`config.mk`:
```
export PLATFORM = sky130hd
export DESIGN_NAME = dual_wheel_pi_line_follow_drive_unit
export DESIGN_NICKNAME = d
export VERILOG_FILES = /design/src/design/dwpl_pkg.sv /design/src/design/dwpl_mul.sv /design/src/design/dwpl_div.sv /design/src/design/dual_wheel_pi_line_follow_drive_unit.sv
export SDC_FILE = /design/constraint.sdc
export NUM_CORES = 2
export LEC_CHECK = 0
export BUFFER_PORTS_ARGS = -buffer_cell sky130_fd_sc_hd__buf_2
export CORE_ASPECT_RATIO = 0.6
export CORE_MARGIN = 1
export CORE_UTILIZATION = 55
export CTS_BUF_LIST = sky130_fd_sc_hd__clkbuf_4 sky130_fd_sc_hd__clkbuf_8
export DETAILED_ROUTE_END_ITERATION = 10
export PLACE_DENSITY = 0.72
export SYNTH_ARGS = -nofsm -noshare
export SYNTH_HDL_FRONTEND = slang
export SYNTH_SLANG_ARGS = --single-unit
```
`constraint.sdc`:
```
create_clock -name clk_i -period 23.2 [get_ports clk_i]
set_input_delay 2.32 -clock clk_i [delete_from_list [all_inputs] [get_ports clk_i]]
set_output_delay 2.32 -clock clk_i [all_outputs]
set_load 0.02 [all_outputs]
```
`src/design/dwpl_pkg.sv`:
```
// ----------------------------------------------------------------------------
// dwpl_pkg: shared types and constants of the line-follow drive unit
// Field widths, command and status codes, register indexes, sequencer states.
// ----------------------------------------------------------------------------
package dwpl_pkg;

  localparam int SensorCount = 8;
  localparam int WeightW     = 8;
  localparam int WsumW       = WeightW + $clog2(SensorCount);
  localparam int CntW        = $clog2(SensorCount + 1);
  localparam int DivStepW    = $clog2(WsumW + 1);

  localparam int EncW    = 12;
  localparam int TargetW = 12;
  localparam int GainW   = 16;
  localparam int LimW    = 20;
  localparam int RpmW    = 16;
  localparam int ErrW    = 17;
  localparam int IntW    = 24;
  localparam int PwmW    = 8;

  localparam int MulAW = 24;
  localparam int MulBW = 17;
  localparam int ProdW = MulAW + MulBW;
  localparam int AccW  = ProdW + 1;

  localparam int InDataW  = 40;
  localparam int OutDataW = 64;
  localparam int CfgIdxW  = 3;
  localparam int CfgDataW = 64;

  localparam logic signed [RpmW-1:0] SlowRpm = 16'sd150;
  localparam logic [PwmW-1:0]        PwmMax  = 8'd255;

  // command codes (input tuser)
  localparam logic [1:0] CmdTick  = 2'd0;
  localparam logic [1:0] CmdStop  = 2'd1;
  localparam logic [1:0] CmdClear = 2'd2;

  // status codes (output tuser)
  localparam logic [1:0] StatRun      = 2'd0;
  localparam logic [1:0] StatStopLine = 2'd1;
  localparam logic [1:0] StatIdle     = 2'd2;
  localparam logic [1:0] StatCmd      = 2'd3;

  // configuration register indexes
  localparam logic [CfgIdxW-1:0] CfgTarget   = 3'd0;
  localparam logic [CfgIdxW-1:0] CfgKp       = 3'd1;
  localparam logic [CfgIdxW-1:0] CfgKi       = 3'd2;
  localparam logic [CfgIdxW-1:0] CfgLimSlow  = 3'd3;
  localparam logic [CfgIdxW-1:0] CfgLimFast  = 3'd4;
  localparam logic [CfgIdxW-1:0] CfgLineGain = 3'd5;
  localparam logic [CfgIdxW-1:0] CfgScale    = 3'd6;
  localparam logic [CfgIdxW-1:0] CfgWeights  = 3'd7;

  typedef enum logic [3:0] {
    SeqIdle,
    SeqRpmL,
    SeqRpmR,
    SeqErrL,
    SeqIntL,
    SeqKpL,
    SeqKiL,
    SeqKpR,
    SeqKiR,
    SeqAccR,
    SeqDivWait,
    SeqCorr,
    SeqFin
  } seq_state_e;

endpackage

```
`src/design/dwpl_mul.sv`:
```
// ----------------------------------------------------------------------------
// dwpl_mul: shared signed multiplier with registered product
// One product per cycle; the product is registered and shows in the cycle after its operands.
// ----------------------------------------------------------------------------
module dwpl_mul (
  input  logic                                clk_i,
  input  logic signed [dwpl_pkg::MulAW-1:0]   a_i,
  input  logic signed [dwpl_pkg::MulBW-1:0]   b_i,
  output logic signed [dwpl_pkg::ProdW-1:0]   prod_o
);
  import dwpl_pkg::*;

  logic signed [ProdW-1:0] prod_d;
  logic signed [ProdW-1:0] prod_q;

  assign prod_d = ProdW'(a_i) * ProdW'(b_i);

  always_ff @(posedge clk_i) begin
    prod_q <= prod_d;
  end

  assign prod_o = prod_q;

endmodule

```
`src/design/dwpl_div.sv`:
```
// ----------------------------------------------------------------------------
// dwpl_div: bit-serial divider for the line position
// Restoring division of a signed weight sum by the active sensor count,
// one quotient bit per cycle, quotient truncated toward zero.
// ----------------------------------------------------------------------------
module dwpl_div (
  input  logic                                 clk_i,
  input  logic                                 rst_ni,
  input  logic                                 start_i,
  input  logic signed [dwpl_pkg::WsumW-1:0]    dividend_i,
  input  logic        [dwpl_pkg::CntW-1:0]     divisor_i,
  output logic                                 done_o,
  output logic signed [dwpl_pkg::WeightW-1:0]  quot_o
);
  import dwpl_pkg::*;

  logic                 busy_q;
  logic                 done_q;
  logic [DivStepW-1:0]  step_q;
  logic [WsumW-1:0]     num_q;
  logic [CntW:0]        rem_q;
  logic [CntW-1:0]      div_q;
  logic                 neg_q;

  logic [CntW:0]        rem_sh;
  logic [CntW+1:0]      diff;
  logic                 ge;
  logic [WsumW-1:0]     mag;
  logic [WsumW-1:0]     quot;

  assign rem_sh = {rem_q[CntW-1:0], num_q[WsumW-1]};
  assign diff   = {1'b0, rem_sh} - {2'b00, div_q};
  assign ge     = ~diff[CntW+1];
  assign mag    = dividend_i[WsumW-1] ? (~dividend_i + 1'b1) : dividend_i;
  assign quot   = neg_q ? (~num_q + 1'b1) : num_q;
  assign quot_o = quot[WeightW-1:0];
  assign done_o = done_q;

  always_ff @(posedge clk_i or negedge rst_ni) begin
    if (!rst_ni) begin
      busy_q <= 1'b0;
      done_q <= 1'b0;
      step_q <= '0;
    end else if (start_i) begin
      busy_q <= 1'b1;
      done_q <= 1'b0;
      step_q <= DivStepW'(WsumW);
    end else if (busy_q) begin
      step_q <= step_q - 1'b1;
      if (step_q == DivStepW'(1)) begin
        busy_q <= 1'b0;
        done_q <= 1'b1;
      end
    end
  end

  // quotient bits shift into the dividend register from the bottom
  always_ff @(posedge clk_i) begin
    if (start_i) begin
      num_q <= mag;
      rem_q <= '0;
      div_q <= divisor_i;
      neg_q <= dividend_i[WsumW-1];
    end else if (busy_q) begin
      num_q <= {num_q[WsumW-2:0], ge};
      rem_q <= ge ? diff[CntW:0] : rem_sh;
    end
  end

endmodule

```
`src/design/dual_wheel_pi_line_follow_drive_unit.sv`:
```
// ----------------------------------------------------------------------------
// dual_wheel_pi_line_follow_drive_unit: two-wheel PI speed loop with line steer
// Sequencer around one shared multiplier and a bit-serial position divider.
// ----------------------------------------------------------------------------
// Usage:
//   Input stream: tuser carries the command (tick, stop, clear latch); tdata
//   carries both encoder deltas, the line-sensor bits and the link flag.
//   Output stream: one item per input item; tdata carries both duties, the
//   forward flag, the line position and both wheel speeds; tuser the status.
//   Configuration registers are written through cfg_we_i/cfg_idx_i/cfg_data_i
//   while no item is in flight.
//   A control tick runs through every sequencer step before it shows at the
//   output; a command goes straight to the last step. The block takes one item
//   at a time and is ready again the cycle after its result is loaded. A tick's
//   run is set by the bit-serial divider for the line position (one quotient
//   bit per cycle) and by the seven passes through the one shared multiplier
//   (two speeds, two P terms, two I terms, one line correction).
//   Reset clears both integrators, the stop latch and the output valid and
//   loads the registers with their defaults.
//   A stalled receiver holds the result; the sequencer waits in its last step
//   and takes no new item until the result register frees up.
// ----------------------------------------------------------------------------
module dual_wheel_pi_line_follow_drive_unit (
  input  logic                              clk_i,
  input  logic                              rst_ni,
  input  logic                              cfg_we_i,
  input  logic [dwpl_pkg::CfgIdxW-1:0]      cfg_idx_i,
  input  logic [dwpl_pkg::CfgDataW-1:0]     cfg_data_i,
  input  logic                              s_axis_tvalid,
  output logic                              s_axis_tready,
  // [11:0] enc_delta_left, [23:12] enc_delta_right, [31:24] sensor_bits,
  // [32] link_up, [39:33] zero
  input  logic [dwpl_pkg::InDataW-1:0]      s_axis_tdata,
  // [1:0] command
  input  logic [1:0]                        s_axis_tuser,
  output logic                              m_axis_tvalid,
  input  logic                              m_axis_tready,
  // [7:0] pwm_left, [15:8] pwm_right, [16] drive_forward, [24:17] line_position,
  // [40:25] wheel_rpm_left, [56:41] wheel_rpm_right, [63:57] zero
  output logic [dwpl_pkg::OutDataW-1:0]     m_axis_tdata,
  // [1:0] status
  output logic [1:0]                        m_axis_tuser
);
  import dwpl_pkg::*;

  // configuration
  logic [TargetW-1:0]       target_q;
  logic [GainW-1:0]         kp_q;
  logic [GainW-1:0]         ki_q;
  logic [LimW-1:0]          lim_slow_q;
  logic [LimW-1:0]          lim_fast_q;
  logic signed [GainW-1:0]  line_gain_q;
  logic [GainW-1:0]         scale_q;
  logic [CfgDataW-1:0]      weights_q;

  // latched item
  logic [1:0]               cmd_q;
  logic signed [EncW-1:0]   enc_l_q;
  logic signed [EncW-1:0]   enc_r_q;
  logic [SensorCount-1:0]   bits_q;
  logic                     link_q;

  // working values
  logic signed [RpmW-1:0]   rpm_l_q, rpm_r_q;
  logic signed [ErrW-1:0]   err_l_q, err_r_q;
  logic signed [IntW-1:0]   int_nl_q, int_nr_q;
  logic signed [AccW-1:0]   acc_l_q, acc_r_q;

  // loop state
  logic signed [IntW-1:0]   int_l_q, int_r_q;
  logic                     latch_q;
  seq_state_e               state_q, state_d;

  logic                     out_valid_q;
  logic [OutDataW-1:0]      out_data_q;
  logic [1:0]               out_user_q;

  logic                     accept;
  logic                     div_start;
  logic                     load_out;
  logic                     div_done;
  logic signed [WeightW-1:0] div_quot;
  logic signed [WeightW-1:0] pos;
  logic signed [WsumW-1:0]  wsum;
  logic [CntW-1:0]          cnt;
  logic                     all_black;
  logic signed [MulAW-1:0]  mul_a;
  logic signed [MulBW-1:0]  mul_b;
  logic signed [ProdW-1:0]  prod;
  logic signed [RpmW-1:0]   rpm_sat;
  logic signed [ErrW-1:0]   target_s;
  logic [LimW-1:0]          lim;
  logic signed [AccW:0]     sum_l, sum_r;
  logic [PwmW-1:0]          pwm_l, pwm_r;

  function automatic logic signed [RpmW-1:0] sat_rpm(input logic signed [ProdW-1:0] p);
    logic [ProdW-9:0] sh;
    sh = p[ProdW-1:8];
    if (!sh[ProdW-9] && (|sh[ProdW-9:RpmW-1])) begin
      return {1'b0, {(RpmW-1){1'b1}}};
    end else if (sh[ProdW-9] && !(&sh[ProdW-9:RpmW-1])) begin
      return {1'b1, {(RpmW-1){1'b0}}};
    end else begin
      return sh[RpmW-1:0];
    end
  endfunction

  function automatic logic signed [IntW-1:0] clamp_int(
    input logic signed [IntW-1:0] acc,
    input logic signed [ErrW-1:0] err,
    input logic [LimW-1:0]        lim_v
  );
    logic signed [IntW:0] s;
    logic signed [IntW:0] lp;
    s  = (IntW+1)'(acc) + (IntW+1)'(err);
    lp = $signed({{(IntW+1-LimW){1'b0}}, lim_v});
    if (s > lp) begin
      return lp[IntW-1:0];
    end else if (s < -lp) begin
      return IntW'(-lp);
    end else begin
      return s[IntW-1:0];
    end
  endfunction

  function automatic logic [PwmW-1:0] duty(input logic signed [AccW:0] d);
    if (d[AccW]) begin
      return '0;
    end else if (|d[AccW-1:PwmW+8]) begin
      return PwmMax;
    end else begin
      return d[PwmW+7:8];
    end
  endfunction

  // line sensors: eight independent taps summed once per item
  always_comb begin
    logic signed [WeightW-1:0] w;
    wsum = '0;
    cnt  = '0;
    w    = '0;
    for (int i = 0; i < SensorCount; i++) begin
      w = weights_q[WeightW*i +: WeightW];
      if (bits_q[i]) begin
        wsum = wsum + WsumW'(w);
        cnt  = cnt + CntW'(1);
      end
    end
  end

  assign all_black = &bits_q;
  assign pos       = (cnt == '0) ? '0 : div_quot;
  assign target_s  = $signed({{(ErrW-TargetW){1'b0}}, target_q});
  assign lim       = ((rpm_l_q < SlowRpm) && (rpm_r_q < SlowRpm)) ? lim_slow_q : lim_fast_q;
  assign rpm_sat   = sat_rpm(prod);
  assign sum_l     = (AccW+1)'(acc_l_q) - (AccW+1)'(prod);
  assign sum_r     = (AccW+1)'(acc_r_q) + (AccW+1)'(prod);
  assign pwm_l     = duty(sum_l);
  assign pwm_r     = duty(sum_r);

  // multiplier operand select
  always_comb begin
    mul_a = '0;
    mul_b = '0;
    case (state_q)
      SeqRpmL: begin
        mul_a = MulAW'(enc_l_q);
        mul_b = $signed({1'b0, scale_q});
      end
      SeqRpmR: begin
        mul_a = MulAW'(enc_r_q);
        mul_b = $signed({1'b0, scale_q});
      end
      SeqKpL: begin
        mul_a = MulAW'(err_l_q);
        mul_b = $signed({1'b0, kp_q});
      end
      SeqKiL: begin
        mul_a = MulAW'(int_nl_q);
        mul_b = $signed({1'b0, ki_q});
      end
      SeqKpR: begin
        mul_a = MulAW'(err_r_q);
        mul_b = $signed({1'b0, kp_q});
      end
      SeqKiR: begin
        mul_a = MulAW'(int_nr_q);
        mul_b = $signed({1'b0, ki_q});
      end
      // hold the correction product steady while the output stalls
      SeqCorr, SeqFin: begin
        mul_a = MulAW'(pos);
        mul_b = MulBW'(line_gain_q);
      end
      default: begin
        mul_a = '0;
        mul_b = '0;
      end
    endcase
  end

  dwpl_mul u_mul (
    .clk_i  (clk_i),
    .a_i    (mul_a),
    .b_i    (mul_b),
    .prod_o (prod)
  );

  dwpl_div u_div (
    .clk_i      (clk_i),
    .rst_ni     (rst_ni),
    .start_i    (div_start),
    .dividend_i (wsum),
    .divisor_i  (cnt),
    .done_o     (div_done),
    .quot_o     (div_quot)
  );

  // sequencer
  always_comb begin
    state_d       = state_q;
    s_axis_tready = 1'b0;
    div_start     = 1'b0;
    load_out      = 1'b0;
    case (state_q)
      SeqIdle: begin
        s_axis_tready = 1'b1;
        if (s_axis_tvalid) begin
          state_d = (s_axis_tuser == CmdTick) ? SeqRpmL : SeqFin;
        end
      end
      SeqRpmL: begin
        div_start = 1'b1;
        state_d   = SeqRpmR;
      end
      SeqRpmR:  state_d = SeqErrL;
      SeqErrL:  state_d = SeqIntL;
      SeqIntL:  state_d = SeqKpL;
      SeqKpL:   state_d = SeqKiL;
      SeqKiL:   state_d = SeqKpR;
      SeqKpR:   state_d = SeqKiR;
      SeqKiR:   state_d = SeqAccR;
      SeqAccR:  state_d = SeqDivWait;
      SeqDivWait: begin
        if (div_done) begin
          state_d = SeqCorr;
        end
      end
      SeqCorr:  state_d = SeqFin;
      SeqFin: begin
        if (!out_valid_q || m_axis_tready) begin
          load_out = 1'b1;
          state_d  = SeqIdle;
        end
      end
      default:  state_d = SeqIdle;
    endcase
  end

  assign accept = s_axis_tvalid && s_axis_tready;

  always_ff @(posedge clk_i or negedge rst_ni) begin
    if (!rst_ni) begin
      state_q <= SeqIdle;
    end else begin
      state_q <= state_d;
    end
  end

  always_ff @(posedge clk_i or negedge rst_ni) begin
    if (!rst_ni) begin
      target_q    <= '0;
      kp_q        <= GainW'(256);
      ki_q        <= '0;
      lim_slow_q  <= LimW'(4096);
      lim_fast_q  <= LimW'(8192);
      line_gain_q <= '0;
      scale_q     <= GainW'(256);
      weights_q   <= '0;
    end else if (cfg_we_i) begin
      case (cfg_idx_i)
        CfgTarget:   target_q    <= cfg_data_i[TargetW-1:0];
        CfgKp:       kp_q        <= cfg_data_i[GainW-1:0];
        CfgKi:       ki_q        <= cfg_data_i[GainW-1:0];
        CfgLimSlow:  lim_slow_q  <= cfg_data_i[LimW-1:0];
        CfgLimFast:  lim_fast_q  <= cfg_data_i[LimW-1:0];
        CfgLineGain: line_gain_q <= cfg_data_i[GainW-1:0];
        CfgScale:    scale_q     <= cfg_data_i[GainW-1:0];
        CfgWeights:  weights_q   <= cfg_data_i;
        default:     ;
      endcase
    end
  end

  // item capture and working registers
  always_ff @(posedge clk_i) begin
    if (accept) begin
      cmd_q   <= s_axis_tuser;
      enc_l_q <= s_axis_tdata[11:0];
      enc_r_q <= s_axis_tdata[23:12];
      bits_q  <= s_axis_tdata[24 +: SensorCount];
      link_q  <= s_axis_tdata[32];
    end
    case (state_q)
      SeqRpmR: rpm_l_q <= rpm_sat;
      SeqErrL: begin
        rpm_r_q <= rpm_sat;
        err_l_q <= target_s - ErrW'(rpm_l_q);
      end
      SeqIntL: begin
        err_r_q  <= target_s - ErrW'(rpm_r_q);
        int_nl_q <= clamp_int(int_l_q, err_l_q, lim);
      end
      SeqKpL:  int_nr_q <= clamp_int(int_r_q, err_r_q, lim);
      SeqKiL:  acc_l_q  <= AccW'(prod);
      SeqKpR:  acc_l_q  <= acc_l_q + AccW'(prod);
      SeqKiR:  acc_r_q  <= AccW'(prod);
      SeqAccR: acc_r_q  <= acc_r_q + AccW'(prod);
      default: ;
    endcase
  end

  // integrators, stop latch and result register
  always_ff @(posedge clk_i or negedge rst_ni) begin
    if (!rst_ni) begin
      int_l_q     <= '0;
      int_r_q     <= '0;
      latch_q     <= 1'b0;
      out_valid_q <= 1'b0;
    end else if (load_out) begin
      out_valid_q <= 1'b1;
      if (cmd_q != CmdTick) begin
        if (cmd_q == CmdStop) begin
          int_l_q <= '0;
          int_r_q <= '0;
        end else if (cmd_q == CmdClear) begin
          latch_q <= 1'b0;
        end
      end else if (all_black || latch_q) begin
        latch_q <= 1'b1;
        int_l_q <= '0;
        int_r_q <= '0;
      end else if (!link_q || (target_q == '0)) begin
        int_l_q <= '0;
        int_r_q <= '0;
      end else begin
        int_l_q <= int_nl_q;
        int_r_q <= int_nr_q;
      end
    end else if (m_axis_tready) begin
      out_valid_q <= 1'b0;
    end
  end

  always_ff @(posedge clk_i) begin
    if (load_out) begin
      if (cmd_q != CmdTick) begin
        out_data_q <= '0;
        out_user_q <= StatCmd;
      end else if (all_black || latch_q) begin
        out_data_q <= {7'b0, rpm_r_q, rpm_l_q, pos, 1'b0, {PwmW{1'b0}}, {PwmW{1'b0}}};
        out_user_q <= StatStopLine;
      end else if (!link_q || (target_q == '0)) begin
        out_data_q <= {7'b0, rpm_r_q, rpm_l_q, pos, 1'b0, {PwmW{1'b0}}, {PwmW{1'b0}}};
        out_user_q <= StatIdle;
      end else begin
        out_data_q <= {7'b0, rpm_r_q, rpm_l_q, pos, 1'b1, pwm_r, pwm_l};
        out_user_q <= StatRun;
      end
    end
  end

  assign m_axis_tvalid = out_valid_q;
  assign m_axis_tdata  = out_data_q;
  assign m_axis_tuser  = out_user_q;

endmodule

```
==> metrics.csv <==
metric,value,unit
reg2reg end,u_mul.prod_o[39]$_DFF_P_,
multiplexer share of the synthesized area,0.05747,
sequential area share after synthesis,0.2931,
largest net degree at the start of global routing,111,
status,"complete, no violations",
input/output buffers,167,
Cells after Synth,5870,
WHS Path Cells,2,
die height,247.2,um
Clock Latency Late Sink,850,ps
hold path start,int_r_q[13]$_DFFE_PN0P_,
Worst Setup End Kind,flip-flop,
Syn. warnings,0,
"leading cell types in the layout, fill and taps excluded","inv_1, nand2_1, nor2_1",
DIE AREA,101500,um^2
commonest register cell after synthesis,edfxtp_1,
syn_area_per_cell,9.391,um^2
worst min path class,reg -> reg,
post-CTS resize count,0,
H-Tree Depth,3,
routed vias,45290,
Startpoint Class,flip-flop,
Netlist cell types,99,
worst slew pin tran,1397,ps
fin crit share,0.5813,
post-synthesis compound-gate area fraction,0.1467,
post-synthesis adder-cell area fraction,0.2567,
post-CTS setup buffer count,0,
largest family of logic cells by synthesized area,adder cells,
simple-gate share of the synthesized area,0.1366,
# IOs,182,
Initial Utilization,0.5581,
largest cells by area after synthesis,"edfxtp_1, fa_1, dfrtp_1",
die width,410.7,um
"Clk pin slew, worst setup/hold paths",80,ps
WP data required,23980,ps
max-slew violations,0,
Post-Synth XOR/XNOR Area,0.04521,
max incr delay on CP,840,ps
"most used cell, CP",ha_1,
slowest CP cell,a221oi_2,
Synth area leader,edfxtp_1,
RSZ-0062 raised after global routing,false,
Final Hold Violating Endpoints,0,
cts-stage hold buffer count,0,
first-pass GRT wire length,256300,um
RD Place Congestion,0.9786,
count of flip-flops with a built-in enable after synthesis,308,
"Cell Area, Synth",55130,um^2
Slew HR,0.05666,
CP arrival,14270,ps
Critical Path Start,bits_q[0]$_DFFE_PP_,
all-layer global routing usage,0.3336,
Setup TNS,0,ps
number of remaining DRC errors,0,
final setup fails,0,
vias per cell,6.123,
row count,89,
core box area,98770,um^2
worst flop-to-flop path startpoint,bits_q[0]$_DFFE_PP_,
reg2reg path depth,47,
antenna-violating nets left,0,
Avg WL per Cell,22.79,um
Yosys reg bits,593,
fraction of registers with async set or reset after synthesis,0.4047,
R2R Setup Slk,9710,ps
CP max FO,27,
1st-pass router iterations,7,
Syn-to-layout area delta,8.409,%
"commonest non-fill, non-tap cell in the layout",inv_1,
CTS root buf,clkbuf_8,
layout cells sized above 1,0.1223,
"Remaining Overflow, GRT",0,
hold endpoint,int_r_q[13]$_DFFE_PN0P_,
Max-Cap Viols,0,
CTS sink count,593,
vias in the first global route,42820,
DRT iter0 DRCs,5466,
critical path class,reg -> reg,
clock buffer depth,3,
Tmin final,13490,ps
CTS tree,yes,
detailed placer's ending HPWL,131300,um
Max Clk Rate,74.16,MHz
top cell type's share of synthesized area,0.1678,
layout net count,6984,
skew final,61.88,ps
Total Wirelength,168600,um
cts bufs inserted,94,
initial antenna violation count,16,
==> synthesized netlist by cell type (all sizes together), types with 13 or more instances <==
library cell / number
o22ai: 20
xnor2: 198
a211oi: 42
or3: 22
o211ai: 31
and3: 22
dfxtp: 45
nor2: 513
nand2: 598
nand4: 51
fa: 415
a31oi: 51
o21ai: 305
a21o: 91
a21boi: 22
dfrtp: 236
o31ai: 31
a221o: 20
nor2b: 51
buf: 30
mux2i: 69
xor2: 78
a22oi: 51
nor4: 30
inv: 702
a21oi: 293
o21bai: 42
or2: 23
o41ai: 13
ha: 467
mux2: 220
nand3: 69
nand2b: 63
nand3b: 17
o21a: 51
a221oi: 23
nor3: 129
o2111ai: 14
edfxtp: 308
and2: 34
clkbuf: 200
==> per-layer routing <==
metal | global-route usage | vias to the layer above | share of wire | wire length [um]
li1 | - | 20500 | - | -
met1 | 0.5049 | 22060 | 0.45 | 76120
met2 | 0.4251 | 2518 | 0.37 | 62520
met3 | 0.1511 | 208 | 0.16 | 27090
met4 | 0.06936 | 8 | 0.017 | 2833
met5 | 0 | - | 0.00030 | 50
==> how the worst max path moves through the flow <==
stage,to,slack (ps),depth (start not counted)
6_report,u_mul.prod_o[39]$_DFF_P_,9710,47
5_1_grt,u_mul.prod_o[39]$_DFF_P_,9090,47
4_1_cts,u_mul.prod_o[39]$_DFF_P_,10010,47
3_5_place_dp,u_mul.prod_o[39]$_DFF_P_,10070,47
3_3_place_gp,u_mul.prod_o[39]$_DFF_P_,10270,47
2_1_floorplan,u_mul.prod_o[39]$_DFF_P_,12330,48
==> critical path, delay by kind of cell (launching register included) <==
family / cells / cell delay (ps)
flip-flops: 1 / 730
XOR/XNOR: 1 / 130
AO/OA/AOI/OAI: 16 / 4390
AND/OR/NAND/NOR: 9 / 1860
buffers and inverters: 5 / 300
multiplexers: 3 / 730
adder cells (fa/ha/maj): 13 / 5260
==> flip-flops by register name, summed over array words and instances, names as in the netlist, 16 cells and up <==
| register | flops |
|---|---|
| int_nr_q | 24 |
| lim_slow_q | 20 |
| line_gain_q | 16 |
| int_r_q | 24 |
| int_nl_q | 24 |
| u_mul.prod_o | 41 |
| m_axis_tdata | 57 |
| kp_q | 16 |
| ki_q | 16 |
| err_l_q | 17 |
| rpm_r_q | 16 |
| lim_fast_q | 20 |
| acc_l_q | 42 |
| int_l_q | 24 |
| err_r_q | 17 |
| acc_r_q | 42 |
| scale_q | 16 |
| rpm_l_q | 16 |
| weights_q | 64 |
==> cell type report <==
cell class                      instances  area [um^2]
Clock buffer                          145         1795
Multi-Input combinational cell       4349        35640
Tap cell                             1319         1650
Inverter                              704         2643
Clock inverter                         30        404.1
Antenna cell                           11        27.53
Sequential cell                       593        16160
Timing Repair Buffer                  246         1439
Fill cell                            8457        39010
==> kinds of logic after synthesis <==
logic type,count (synthesis)
and+or+nand+nor,1666
AOI/OAI and AO/OA,1226
buffers and inverters,934
adders and majority gates,882
DFF,593
muxes,289
xor gates and xnor gates,279
other,1
==> stage by stage <==
stage	setup WS, ps	cell area, um^2	utilization	hold slack, ps	cells
finish	9715	59760	0.6051	485.3	7397
global route	9086	59750	0.6050	507.8	7393
CTS	10010	59730	0.6047	489.0	7385
detailed placement	10070	57530	0.5824	474.5	7210
global placement	10270	57530	0.5824	466.7	7210
floorplan	12330	55150	-	453.8	5876
Power is left out: the tool's default activity adds up to more than one toggle a clock period on the data nets, which glitch-free logic cannot reach.
